## src/design/edge_trigger_with_cooldown_assert.svh

```systemverilog
// assertion macros for the edge trigger with cooldown block
`ifndef EDGE_TRIGGER_WITH_COOLDOWN_ASSERT_SVH
`define EDGE_TRIGGER_WITH_COOLDOWN_ASSERT_SVH
`ifndef ASSERT_OFF
// property must hold at every clock edge outside reset
`define ETC_ASSERT(label, clk, rst_n, prop, msg) \
    label: assert property (@(posedge clk) disable iff (!rst_n) prop) \
        else $error(msg);
// expression must never be true outside reset
`define ETC_ASSERT_NEVER(label, clk, rst_n, expr, msg) \
    label: assert property (@(posedge clk) disable iff (!rst_n) !(expr)) \
        else $error(msg);
`else
`define ETC_ASSERT(label, clk, rst_n, prop, msg)
`define ETC_ASSERT_NEVER(label, clk, rst_n, expr, msg)
`endif
`endif

```

## src/design/etc_pkg.sv

```systemverilog
`default_nettype none

package etc_pkg;

    localparam logic [13:0] FULL_SCALE   = 14'd10000;
    localparam int unsigned SYMBOL_COUNT = 256;
    localparam int unsigned ADDR_W       = 5;

    // register reset values
    localparam logic [13:0] THRESHOLD_RST = 14'd5000;
    localparam logic [15:0] COOLDOWN_RST  = 16'd1000;
    localparam logic [15:0] GRACE_RST     = 16'd500;

    typedef enum logic [2:0] {
        REG_DETECT_MODE = 3'd0,
        REG_THRESHOLD   = 3'd1,
        REG_FIRE_ABOVE  = 3'd2,
        REG_COOLDOWN_MS = 3'd3,
        REG_WM_ENABLE   = 3'd4,
        REG_GRACE_MS    = 3'd5
    } reg_idx_t;

    typedef enum logic {
        MODE_LEVEL  = 1'b0,
        MODE_SYMBOL = 1'b1
    } mode_t;

    typedef enum logic [1:0] {
        ST_EVAL  = 2'd0,
        ST_HELD  = 2'd1,
        ST_ERROR = 2'd2
    } status_t;

    typedef struct packed {
        logic [15:0] elapsed_ms;
        logic        measure_ok;
        logic [13:0] level;
        logic [7:0]  symbol_index;
        logic        clear_watermark;
    } in_item_t;

    typedef struct packed {
        logic        fired;
        logic        latched;
        logic [13:0] reported_level;
        logic [7:0]  reported_symbol;
        logic        reported_symbol_valid;
        logic [15:0] cooldown_left_ms;
        status_t     status;
    } out_item_t;

    typedef struct packed {
        mode_t       detect_mode;
        logic [13:0] threshold;
        logic        fire_above;
        logic [15:0] cooldown_ms;
        logic        wm_enable;
        logic [15:0] grace_ms;
    } cfg_t;

    typedef struct packed {
        logic [15:0] cooldown_left;
        logic        fire_latch;
        logic [7:0]  sent_symbol;
        logic        sent_symbol_valid;
        logic [13:0] held_level;
        logic [13:0] low_mark;
        logic [13:0] pending_low;
        logic        pending_active;
        logic [15:0] pending_age;
    } st_t;

endpackage

`default_nettype wire

```

## src/design/edge_trigger_with_cooldown.sv

```systemverilog
`default_nettype none
`include "edge_trigger_with_cooldown_assert.svh"

// Edge trigger with cooldown, one detector channel. Each transfer on the
// item channel carries one measured level with its elapsed time, validity
// flag and symbol index, and produces exactly one transfer on the result
// channel. The block sustains one item per clock cycle while results are
// taken; a result is offered once its item has passed the input register
// and then the result register. That rate is set by the combinational
// update of the channel state (cooldown, fire latch, sent symbol, low
// watermark), which every item reads and rewrites. While a finished
// result waits to be taken, the input register holds one more item and
// then the item channel stalls until the result drains. Registers sit on
// an APB-style port at byte address 4*index: detect mode, threshold,
// fire above, cooldown, watermark enable and grace; write them only while
// no item is in flight. pready is tied high, so every access completes
// without wait states.

module edge_trigger_with_cooldown
    import etc_pkg::*;
(
    input  wire logic              clk,
    input  wire logic              rst_n,
    // item channel
    input  wire logic              item_valid,
    output logic                   item_ready,
    input  wire in_item_t          item,
    // result channel
    output logic                   result_valid,
    input  wire logic              result_ready,
    output out_item_t              result,
    // configuration port
    input  wire logic              psel,
    input  wire logic              penable,
    input  wire logic              pwrite,
    input  wire logic [ADDR_W-1:0] paddr,
    input  wire logic [31:0]       pwdata,
    output logic [31:0]            prdata,
    output logic                   pready
);

    cfg_t      cfg;
    st_t       st_reg;
    st_t       st_next;
    out_item_t res;

    // input register
    logic      in_valid_reg;
    logic      in_valid_next;
    in_item_t  in_item_reg;

    // result register
    logic      out_valid_reg;
    logic      out_valid_next;
    out_item_t out_item_reg;

    logic      in_xfer;
    logic      adv;

    assign pready = 1'b1;

    etc_regs u_regs (
        .clk     (clk),
        .rst_n   (rst_n),
        .psel    (psel),
        .penable (penable),
        .pwrite  (pwrite),
        .paddr   (paddr),
        .pwdata  (pwdata),
        .prdata  (prdata),
        .cfg     (cfg)
    );

    etc_eval u_eval (
        .cfg     (cfg),
        .st      (st_reg),
        .item    (in_item_reg),
        .st_next (st_next),
        .res     (res)
    );

    // the held item moves on when the result register is free or draining
    assign adv        = in_valid_reg && (!out_valid_reg || result_ready);
    assign item_ready = !in_valid_reg || adv;
    assign in_xfer    = item_valid && item_ready;

    assign in_valid_next  = in_xfer || (in_valid_reg && !adv);
    assign out_valid_next = adv || (out_valid_reg && !result_ready);

    assign result_valid = out_valid_reg;
    assign result       = out_item_reg;

    // control and channel state
    always_ff @(posedge clk or negedge rst_n)
    begin
        if (!rst_n)
        begin
            in_valid_reg             <= 1'b0;
            out_valid_reg            <= 1'b0;
            st_reg.cooldown_left     <= 16'd0;
            st_reg.fire_latch        <= 1'b0;
            st_reg.sent_symbol       <= 8'd0;
            st_reg.sent_symbol_valid <= 1'b0;
            st_reg.held_level        <= 14'd0;
            st_reg.low_mark          <= FULL_SCALE;
            st_reg.pending_low       <= FULL_SCALE;
            st_reg.pending_active    <= 1'b0;
            st_reg.pending_age       <= 16'd0;
        end
        else
        begin
            in_valid_reg  <= in_valid_next;
            out_valid_reg <= out_valid_next;
            if (adv)
            begin
                st_reg <= st_next;
            end
        end
    end

    // payload registers
    always_ff @(posedge clk)
    begin
        if (in_xfer)
        begin
            in_item_reg <= item;
        end
        if (adv)
        begin
            out_item_reg <= res;
        end
    end

    // a fire always leaves the latch set
    `ETC_ASSERT(a_fire_sets_latch, clk, rst_n,
        adv && res.fired |=> st_reg.fire_latch, "fire without latch")
    // a fire loads the full cooldown
    `ETC_ASSERT(a_fire_loads_cooldown, clk, rst_n,
        adv && res.fired |=> st_reg.cooldown_left == $past(cfg.cooldown_ms),
        "cooldown not loaded on fire")
    // an item held in cooldown never fires
    `ETC_ASSERT_NEVER(a_no_fire_when_held, clk, rst_n,
        out_valid_reg && out_item_reg.fired && out_item_reg.status != ST_EVAL,
        "fire outside evaluation")
    // grace timer only runs on an active pending low
    `ETC_ASSERT_NEVER(a_age_needs_pending, clk, rst_n,
        !st_reg.pending_active && st_reg.pending_age != 16'd0,
        "pending age without pending low")
    // watermark never above full scale
    `ETC_ASSERT_NEVER(a_mark_in_range, clk, rst_n,
        st_reg.low_mark > FULL_SCALE, "low watermark above full scale")

endmodule

`default_nettype wire

```

## src/design/etc_regs.sv

```systemverilog
`default_nettype none

module etc_regs
    import etc_pkg::*;
(
    input  wire logic              clk,
    input  wire logic              rst_n,
    input  wire logic              psel,
    input  wire logic              penable,
    input  wire logic              pwrite,
    input  wire logic [ADDR_W-1:0] paddr,
    input  wire logic [31:0]       pwdata,
    output logic [31:0]            prdata,
    output cfg_t                   cfg
);

    cfg_t     cfg_reg;
    cfg_t     cfg_next;
    reg_idx_t idx;
    logic     wr_en;

    assign idx   = reg_idx_t'(paddr[ADDR_W-1:2]);
    assign wr_en = psel && penable && pwrite;
    assign cfg   = cfg_reg;

    always_comb
    begin
        cfg_next = cfg_reg;
        if (wr_en)
        begin
            unique case (idx)
                REG_DETECT_MODE: cfg_next.detect_mode = mode_t'(pwdata[0]);
                REG_THRESHOLD:   cfg_next.threshold   = pwdata[13:0];
                REG_FIRE_ABOVE:  cfg_next.fire_above  = pwdata[0];
                REG_COOLDOWN_MS: cfg_next.cooldown_ms = pwdata[15:0];
                REG_WM_ENABLE:   cfg_next.wm_enable   = pwdata[0];
                REG_GRACE_MS:    cfg_next.grace_ms    = pwdata[15:0];
                default:         cfg_next = cfg_reg;
            endcase
        end
    end

    always_comb
    begin
        unique case (idx)
            REG_DETECT_MODE: prdata = {31'd0, cfg_reg.detect_mode};
            REG_THRESHOLD:   prdata = {18'd0, cfg_reg.threshold};
            REG_FIRE_ABOVE:  prdata = {31'd0, cfg_reg.fire_above};
            REG_COOLDOWN_MS: prdata = {16'd0, cfg_reg.cooldown_ms};
            REG_WM_ENABLE:   prdata = {31'd0, cfg_reg.wm_enable};
            REG_GRACE_MS:    prdata = {16'd0, cfg_reg.grace_ms};
            default:         prdata = '0;
        endcase
    end

    always_ff @(posedge clk or negedge rst_n)
    begin
        if (!rst_n)
        begin
            cfg_reg.detect_mode <= MODE_LEVEL;
            cfg_reg.threshold   <= THRESHOLD_RST;
            cfg_reg.fire_above  <= 1'b1;
            cfg_reg.cooldown_ms <= COOLDOWN_RST;
            cfg_reg.wm_enable   <= 1'b0;
            cfg_reg.grace_ms    <= GRACE_RST;
        end
        else
        begin
            cfg_reg <= cfg_next;
        end
    end

endmodule

`default_nettype wire

```

## src/design/etc_eval.sv

```systemverilog
`default_nettype none

module etc_eval
    import etc_pkg::*;
(
    input  wire cfg_t      cfg,
    input  wire st_t       st,
    input  wire in_item_t  item,
    output st_t            st_next,
    output out_item_t      res
);

    logic [13:0] lvl;
    logic [13:0] lm0;
    logic [13:0] pl0;
    logic        pa0;
    logic [15:0] age0;
    logic [16:0] age_sum;
    logic [15:0] age1;
    logic [15:0] cd1;
    logic        held;
    logic [13:0] wm_v;
    logic        cond;
    logic        confident;

    always_comb
    begin
        lvl = (item.level > FULL_SCALE) ? FULL_SCALE : item.level;

        // watermark clear comes first
        lm0  = item.clear_watermark ? FULL_SCALE : st.low_mark;
        pl0  = item.clear_watermark ? FULL_SCALE : st.pending_low;
        pa0  = item.clear_watermark ? 1'b0 : st.pending_active;
        age0 = item.clear_watermark ? 16'd0 : st.pending_age;

        // pending age runs on every item while a low is pending, saturating
        age_sum = {1'b0, age0} + {1'b0, item.elapsed_ms};
        age1    = pa0 ? (age_sum[16] ? 16'hFFFF : age_sum[15:0]) : age0;

        cd1  = (st.cooldown_left > item.elapsed_ms) ?
               (st.cooldown_left - item.elapsed_ms) : 16'd0;
        held = (cd1 != 16'd0);

        st_next                = st;
        st_next.low_mark       = lm0;
        st_next.pending_low    = pl0;
        st_next.pending_active = pa0;
        st_next.pending_age    = age1;
        st_next.cooldown_left  = cd1;

        res.fired           = 1'b0;
        res.reported_level  = st.held_level;
        res.reported_symbol = st.sent_symbol;
        res.status          = ST_HELD;

        cond      = 1'b0;
        confident = 1'b0;
        wm_v      = lvl;

        if (held)
        begin
            res.status = ST_HELD;
        end
        else if (!item.measure_ok)
        begin
            res.status         = ST_ERROR;
            st_next.held_level = 14'd0;
            res.reported_level = 14'd0;
        end
        else
        begin
            res.status = ST_EVAL;
            if (cfg.detect_mode == MODE_LEVEL && cfg.wm_enable)
            begin
                if (lvl >= lm0)
                begin
                    st_next.pending_low    = lm0;
                    st_next.pending_active = 1'b0;
                    st_next.pending_age    = 16'd0;
                end
                else
                begin
                    // a new or deeper low restarts the grace timer
                    if (!pa0 || lvl < pl0)
                    begin
                        st_next.pending_low    = lvl;
                        st_next.pending_active = 1'b1;
                        st_next.pending_age    = 16'd0;
                    end
                    if (st_next.pending_age >= cfg.grace_ms)
                    begin
                        st_next.low_mark       = st_next.pending_low;
                        st_next.pending_active = 1'b0;
                        st_next.pending_age    = 16'd0;
                    end
                end
                wm_v = st_next.low_mark;
            end
            st_next.held_level = wm_v;
            res.reported_level = wm_v;

            if (cfg.detect_mode == MODE_LEVEL)
            begin
                cond = cfg.fire_above ? (wm_v > cfg.threshold) : (wm_v < cfg.threshold);
                if (cond && !st.fire_latch)
                begin
                    st_next.fire_latch    = 1'b1;
                    st_next.cooldown_left = cfg.cooldown_ms;
                    res.fired             = 1'b1;
                end
                else if (!cond)
                begin
                    st_next.fire_latch = 1'b0;
                end
            end
            else
            begin
                confident = (wm_v >= cfg.threshold) &&
                            ({9'd0, item.symbol_index} < 17'(SYMBOL_COUNT));
                if (confident && (!st.sent_symbol_valid ||
                                  item.symbol_index != st.sent_symbol))
                begin
                    st_next.sent_symbol       = item.symbol_index;
                    st_next.sent_symbol_valid = 1'b1;
                    st_next.cooldown_left     = cfg.cooldown_ms;
                    st_next.fire_latch        = 1'b1;
                    res.fired                 = 1'b1;
                end
                else if (!confident)
                begin
                    st_next.fire_latch        = 1'b0;
                    st_next.sent_symbol_valid = 1'b0;
                end
                res.reported_symbol = item.symbol_index;
            end
        end

        res.latched               = st_next.fire_latch;
        res.reported_symbol_valid = st_next.sent_symbol_valid;
        res.cooldown_left_ms      = st_next.cooldown_left;
    end

endmodule

`default_nettype wire
```

## config.mk

```make
export PLATFORM = sky130hd
export DESIGN_NAME = edge_trigger_with_cooldown
export DESIGN_NICKNAME = d
export VERILOG_FILES = /design/src/design/etc_pkg.sv /design/src/design/edge_trigger_with_cooldown.sv /design/src/design/etc_regs.sv /design/src/design/etc_eval.sv
export VERILOG_INCLUDE_DIRS = /design/src /design/src/design
export SDC_FILE = /design/constraint.sdc
export NUM_CORES = 1
export LEC_CHECK = 0
export BUFFER_PORTS_ARGS = -buffer_cell sky130_fd_sc_hd__buf_2
export CAP_MARGIN = 20
export CORE_UTILIZATION = 30
export CTS_CLUSTER_SIZE = 16
export DETAILED_ROUTE_END_ITERATION = 10
export PLACE_DENSITY = 0.55
export SLEW_MARGIN = 20
export SYNTH_ARGS = -nofsm -noshare
export SYNTH_HDL_FRONTEND = slang
export SYNTH_SLANG_ARGS = --single-unit
export TNS_END_PERCENT = 20
```

## constraint.sdc

```tcl
create_clock -name clk -period 9.52 [get_ports clk]
set_input_delay 1.904 -clock clk [delete_from_list [all_inputs] [get_ports clk]]
set_output_delay 1.904 -clock clk [all_outputs]
set_load 0.05 [all_outputs]
```

=== Word level (Yosys, flattened, before mapping) ===
Index checks and enable logic that the tools add are counted.

* Logic and storage cells: 126
* ROM bits: 0
* Latch bits: 0
* RAM bits: 0
* Bits of input ports: 84
* Output and inout port bits: 78
* Memories: 0
* Bits in registers: 219

* Magnitude comparators: 8
* Multiplexer cells: 45
* Equal/unequal tests: 6
* Multipliers: 0
* Shift operators: 0
* Div/mod/pow operators: 0
* Reductions and logical operators: 33
* Add/subtract/negate cells: 2
* Bitwise operators: 3

{| class="wikitable"
|+ Operator list
! operator !! number
|-
| 2-to-1 mux 31 bit || 6
|-
| 2-to-1 mux 14 bit || 9
|-
| 2-to-1 mux 16 bit || 6
|-
| case mux 16 bit (6 select lines) || 1
|-
| 2-to-1 mux 45 bit || 2
|-
| 2-to-1 mux 85 bit || 1
|-
| 2-to-1 mux 17 bit || 2
|-
| >= comparator 14 bit || 2
|-
| less-than comparator 14 bit || 2
|-
| 2-to-1 mux 26 bit || 1
|-
| 2-to-1 mux 8 bit || 3
|-
| 2-to-1 mux 22 bit || 1
|-
| adder 16 x 16 -> 17 bit || 1
|-
| >= comparator 16 bit || 1
|-
| > comparator 16 bit || 1
|-
| nonzero test 16 bit || 1
|-
| subtractor 16 bit || 1
|-
| > comparator 14 bit || 1
|-
| > comparator 14 bit (second input constant) || 1
|-
| AND reduction 2 bit || 7
|-
| 2-to-1 mux 1 bit || 11
|-
| logical AND 1 bit || 9
|-
| 2-to-1 mux 9 bit || 1
|-
| inequality test 8 bit || 1
|-
| 10 further kinds || 25
|}

=== Logic depth before layout (Yosys ltp) ===
* Depth in word-level cells: 22
* Gate-level depth with buffers: 36
* Depth with buffers taken out: 31

=== Modules after synthesis ===
From an unflattened synthesis, not the netlist that was laid out.

* Cells, all modules: 1272
* Area total of the unflattened synthesis: 14184.9 um^2

{| class="wikitable"
|+ By module, submodules not included
! module !! area each (um^2) !! instances !! seq. area each (um^2) !! cells each
|-
| edge_trigger_with_cooldown || 5923.2 || 1 || 4682.0 || 273
|-
| etc_eval || 5719.2 || 1 || 0.0 || 799
|-
| etc_regs || 2542.4 || 1 || 1248.7 || 200
|}

=== Worst setup path before layout ===
OpenSTA, ideal clock, no wires.

* Path type: register to register
* From: reg in_item_reg[0] (netlist bit)
* To: reg out_item_reg, in the netlist result[12] (data pin)
* Path buffers: 7
* Arrival: 7812 ps
* Required time: 9388 ps
* Setup time: 132 ps
* Path slack: 1576 ps
* Period minus slack after synthesis: 7944 ps
* Stages on the path, launching flop included: 37
* Cells stage by stage: edfxtp_1 inv_1 clkbuf_1 clkbuf_1 nand2_1 ha_1 a211oi_1 o21ai_0 o211ai_1 o31ai_1 a31oi_1 clkbuf_1 clkbuf_1 or2_2 ha_1 nand2b_1 a21o_1 a211oi_1 o21ai_0 a21oi_1 nor3_1 clkbuf_1 a21oi_1 clkbuf_1 o221a_2 inv_1 ha_1 a21o_1 a21oi_1 nor2b_1 o31ai_1 nand3_1 mux2_2 o31ai_1 and3_1 clkbuf_1 a22o_1

{| class="wikitable"
|+ RTL lines
! what !! RTL line !! text
|-
| from (decl) || edge_trigger_with_cooldown.sv:50 || <nowiki>in_item_t in_item_reg;</nowiki>
|-
| from (signal assigned) || edge_trigger_with_cooldown.sv:126 || <nowiki>in_item_reg <= item;</nowiki>
|-
| to (signal assigned) || edge_trigger_with_cooldown.sv:130 || <nowiki>out_item_reg <= res;</nowiki>
|-
| to (decl) || edge_trigger_with_cooldown.sv:55 || <nowiki>out_item_t out_item_reg;</nowiki>
|}

==> impl_metrics.ini <==
[floorplanning]
dieHeight_um = 213
pin_count = 162
fp.dieW_um = 213
start_util_pct = 30.3
coreArea_sq_um = 44100
rows = 77
dieArea_sq_um = 45500

[drt]
top_layer = met4
drc = 0
drt_pass1_iterations = 5
detail-route-antenna-nets = 0
wl_per_cell_um = 18.8
wl_met1_um = 17900
finalWirelength_um = 38700
routed-wl-met3_um = 1760
num_vias = 10400
first_iter_violations = 558
wl_met2_um = 18100
routed_via_density = 5.08

[layout]
stdcell_count = 2058
diodes = 0
finalNetCount = 1617
fillCellCount = 4515
largest_reg_flops = 85
syn2layout_area_growth_pct = 17.3
final_layout_size_suffix_gt1_share_pct = 23.0

[clock_tree]
cts_buffer_depth = 3
h-tree-depth = 1
root_buffer = clkbuf_16
cts_hold_buffers = 0
post_cts_buffers = 0
numCtsBuffers = 28
path_clk_slew_ns = 0.06
worstSkewPairLatency_ns = 0.58
cts-resized-gates = 0
clkSinkCount = 219
cts_tree = yes

[sta]
slew_headroom_pct = 31.3
fin_setup_tns_ns = 0
report.final.slew_viol_count = 0
clock_skew_ns = 0.0277
tightest_slew_ns = 1.02
finalHoldViolCount = 0
max_freq_mhz = 122
rsz0062_at_grt = no
layout_min_cycle_time_ns = 8.19
period_share_pct = 86.1
finalSetupViolCount = 0

[worst_setup_path]
critPathMaxFanout = 21
required_ns = 9.91
critPathLaunchType = flip-flop
crit_arrival_ns = 8.58
r2r_start = in_item_reg[0]
worstSetupEndpointType = flip-flop
r2r_cells = 35
cp_slowest_stage_delay_ns = 0.57
cp_slowest_cell = o22a_1
crit-reg2reg-capture = result[4]
ff2ff_setup_slack_ns = 1.33
path_class = flip-flop to flip-flop

[global_routing]
grt_use_total_pct = 17.0
grt_max_degree = 83
gr-total-overflow = 0
grt_pass1_wl_um = 58900
antenna_found_initial = 0
grt_pass1_vias = 10300

[synth]
yosysUniqueCellTypes = 73
synth_async_sr_flop_share_pct = 62.1
yosys_warnings = 0
yosysSeqAreaShare_pct = 44.3
synth_edf_count = 83
synth_top_cell_area_share_pct = 20.2
avgSynthCellArea_sq_um = 10.1
synth_area_sq_um = 13400
synth_area_leaders = dfrtp_1 (20%), edfxtp_1 (19%), ha_1 (8.1%)
synth_flop_cell = dfrtp_1
ys_ff_latch = 219
yosysTopAreaCell = dfrtp_1
netlist_instances = 1321

[status]
status = finished clean

[power]
peakVddDrop_uv = 159
leakage_nw = 6.98
p_per_area_nw_per_um2 = 250

[job]
max_cap_violations = 0

[placed_design]
place_hpwl_um = 28700
gp_congestion = 0.892
port_buffers = 126
place_inst = 2006

[worst_hold_path]
hold_end = st_reg[0]
min-delay-start = st_reg[0]
hold_depth = 1
holdCritPathClass = flip-flop to flip-flop
==> routing by layer <==
metal	up-vias	global-route usage (%)
met3	57	2.28
met5	-	0
met2	260	28.3
met1	5108	22.9
li1	5022	-
met4	0	4.98
==> cell type report <==
cell class | instances | area (sq um) | share of cell area, %
clock buffers | 33 | 761 | 4.84
clock inverters | 19 | 206 | 1.31
inverters | 78 | 293 | 1.86
multi-input cells | 964 | 6900 | 43.9
flip-flops and latches | 219 | 5930 | 37.8
well taps | 592 | 741 | 4.72
repair buffers | 153 | 877 | 5.59
==> per-stage QoR <==
step           hold slack (ns)  utilization, %  cell area (sq um)  setup slack (ns)  total power, mW
4_1_cts                  0.482            35.6              15700              1.28             3.97
3_5_place_dp             0.468            33.4              14700              1.36             2.83
6_report                 0.482            35.6              15700              1.33             3.93
3_3_place_gp             0.461            33.4              14700              1.46             2.81
2_1_floorplan            0.451               -              13400              1.58             2.42
5_1_grt                  0.492            35.6              15700             0.670             4.16
==> critical path: cells and delay by family (launching register included) <==
| kind | cells | cell delay [ns] |
|---|---|---|
| buffers and inverters | 7 | 1.21 |
| multiplexers | 1 | 0.34 |
| AO/OA/AOI/OAI | 17 | 3.80 |
| AND/OR/NAND/NOR | 7 | 1.31 |
| flip-flops | 1 | 0.48 |
| adder cells (fa/ha/maj) | 3 | 0.82 |
==> report_power, final <==
part	internal (mW)	switching, mW
registers	1.22	0.145
clock network	0.677	0.428
logic	0.542	0.912
total	2.44	1.49
==> cells in the final DEF, fill, tap and decap left out, types with 10 or more instances in the layout <==
cell type    n
a22o_1      19
inv_1       76
buf_4       24
mux2i_1     57
or3_1       13
buf_2      125
nor2b_1     37
clkinv_2    11
clkbuf_16   29
o2bb2ai_1   13
nand2_1    135
ha_1        87
o21a_1      11
a31o_2      10
xor2_1      14
o21ai_0     69
a21oi_1     53
edfxtp_1    83
conb_1      17
xnor2_1     14
nand4_1     20
mux2_2      69
nor4_1      11
a21o_1      14
dfrtp_1    108
nor3_1      12
nand2b_1    26
o31ai_1     10
nand3_1     26
nor2_1      79
dfstp_2     28
and2_1      26
==> logic make-up (layout without fill, tap and decap cells) <==
kind of cell / after synthesis / in the layout / share of synthesized area (%)
xor+xnor: 28 / 28 / 1.83
simple gates: 409 / 409 / 14.9
mux: 126 / 126 / 10.1
other cells: 2 / 17 / 0.0561
buf+inv: 153 / 283 / 4.89
flops: 219 / 219 / 44.3
compound gates: 295 / 295 / 15.5
fa+ha+maj: 89 / 89 / 8.43
==> worst max-delay path by stage <==
stage                              start          to  slack (ns)  depth (start not counted)
after floorplan           in_item_reg[0]  result[12]        1.58                         36
after global placement    in_item_reg[0]  st_reg[78]        1.46                         35
after detailed placement  in_item_reg[0]   result[4]        1.36                         35
after CTS                 in_item_reg[0]   result[4]        1.28                         35
after global routing      in_item_reg[0]   result[4]        0.67                         35
final                     in_item_reg[0]   result[4]        1.33                         35
==> Yosys cell counts (6+ instances only) <==
cell	number
a211oi_1	8
a21o_1	14
a21oi_1	53
a22o_1	19
a311o_1	7
a31o_2	10
a31oi_1	9
and2_1	27
buf_2	7
buf_4	17
clkbuf_1	49
dfrtp_1	108
dfstp_2	28
edfxtp_1	83
ha_1	87
inv_1	76
mux2_2	69
mux2i_1	57
nand2_1	135
nand2b_1	26
nand3_1	26
nand4_1	20
nor2_1	79
nor2b_1	38
nor3_1	12
nor4_1	11
o211ai_1	9
o21a_1	11
o21ai_0	69
o221a_2	9
o221ai_1	6
o2bb2ai_1	13
o31ai_1	11
or3_1	13
xnor2_1	14
xor2_1	14
(Power assumes the default switching activity.)
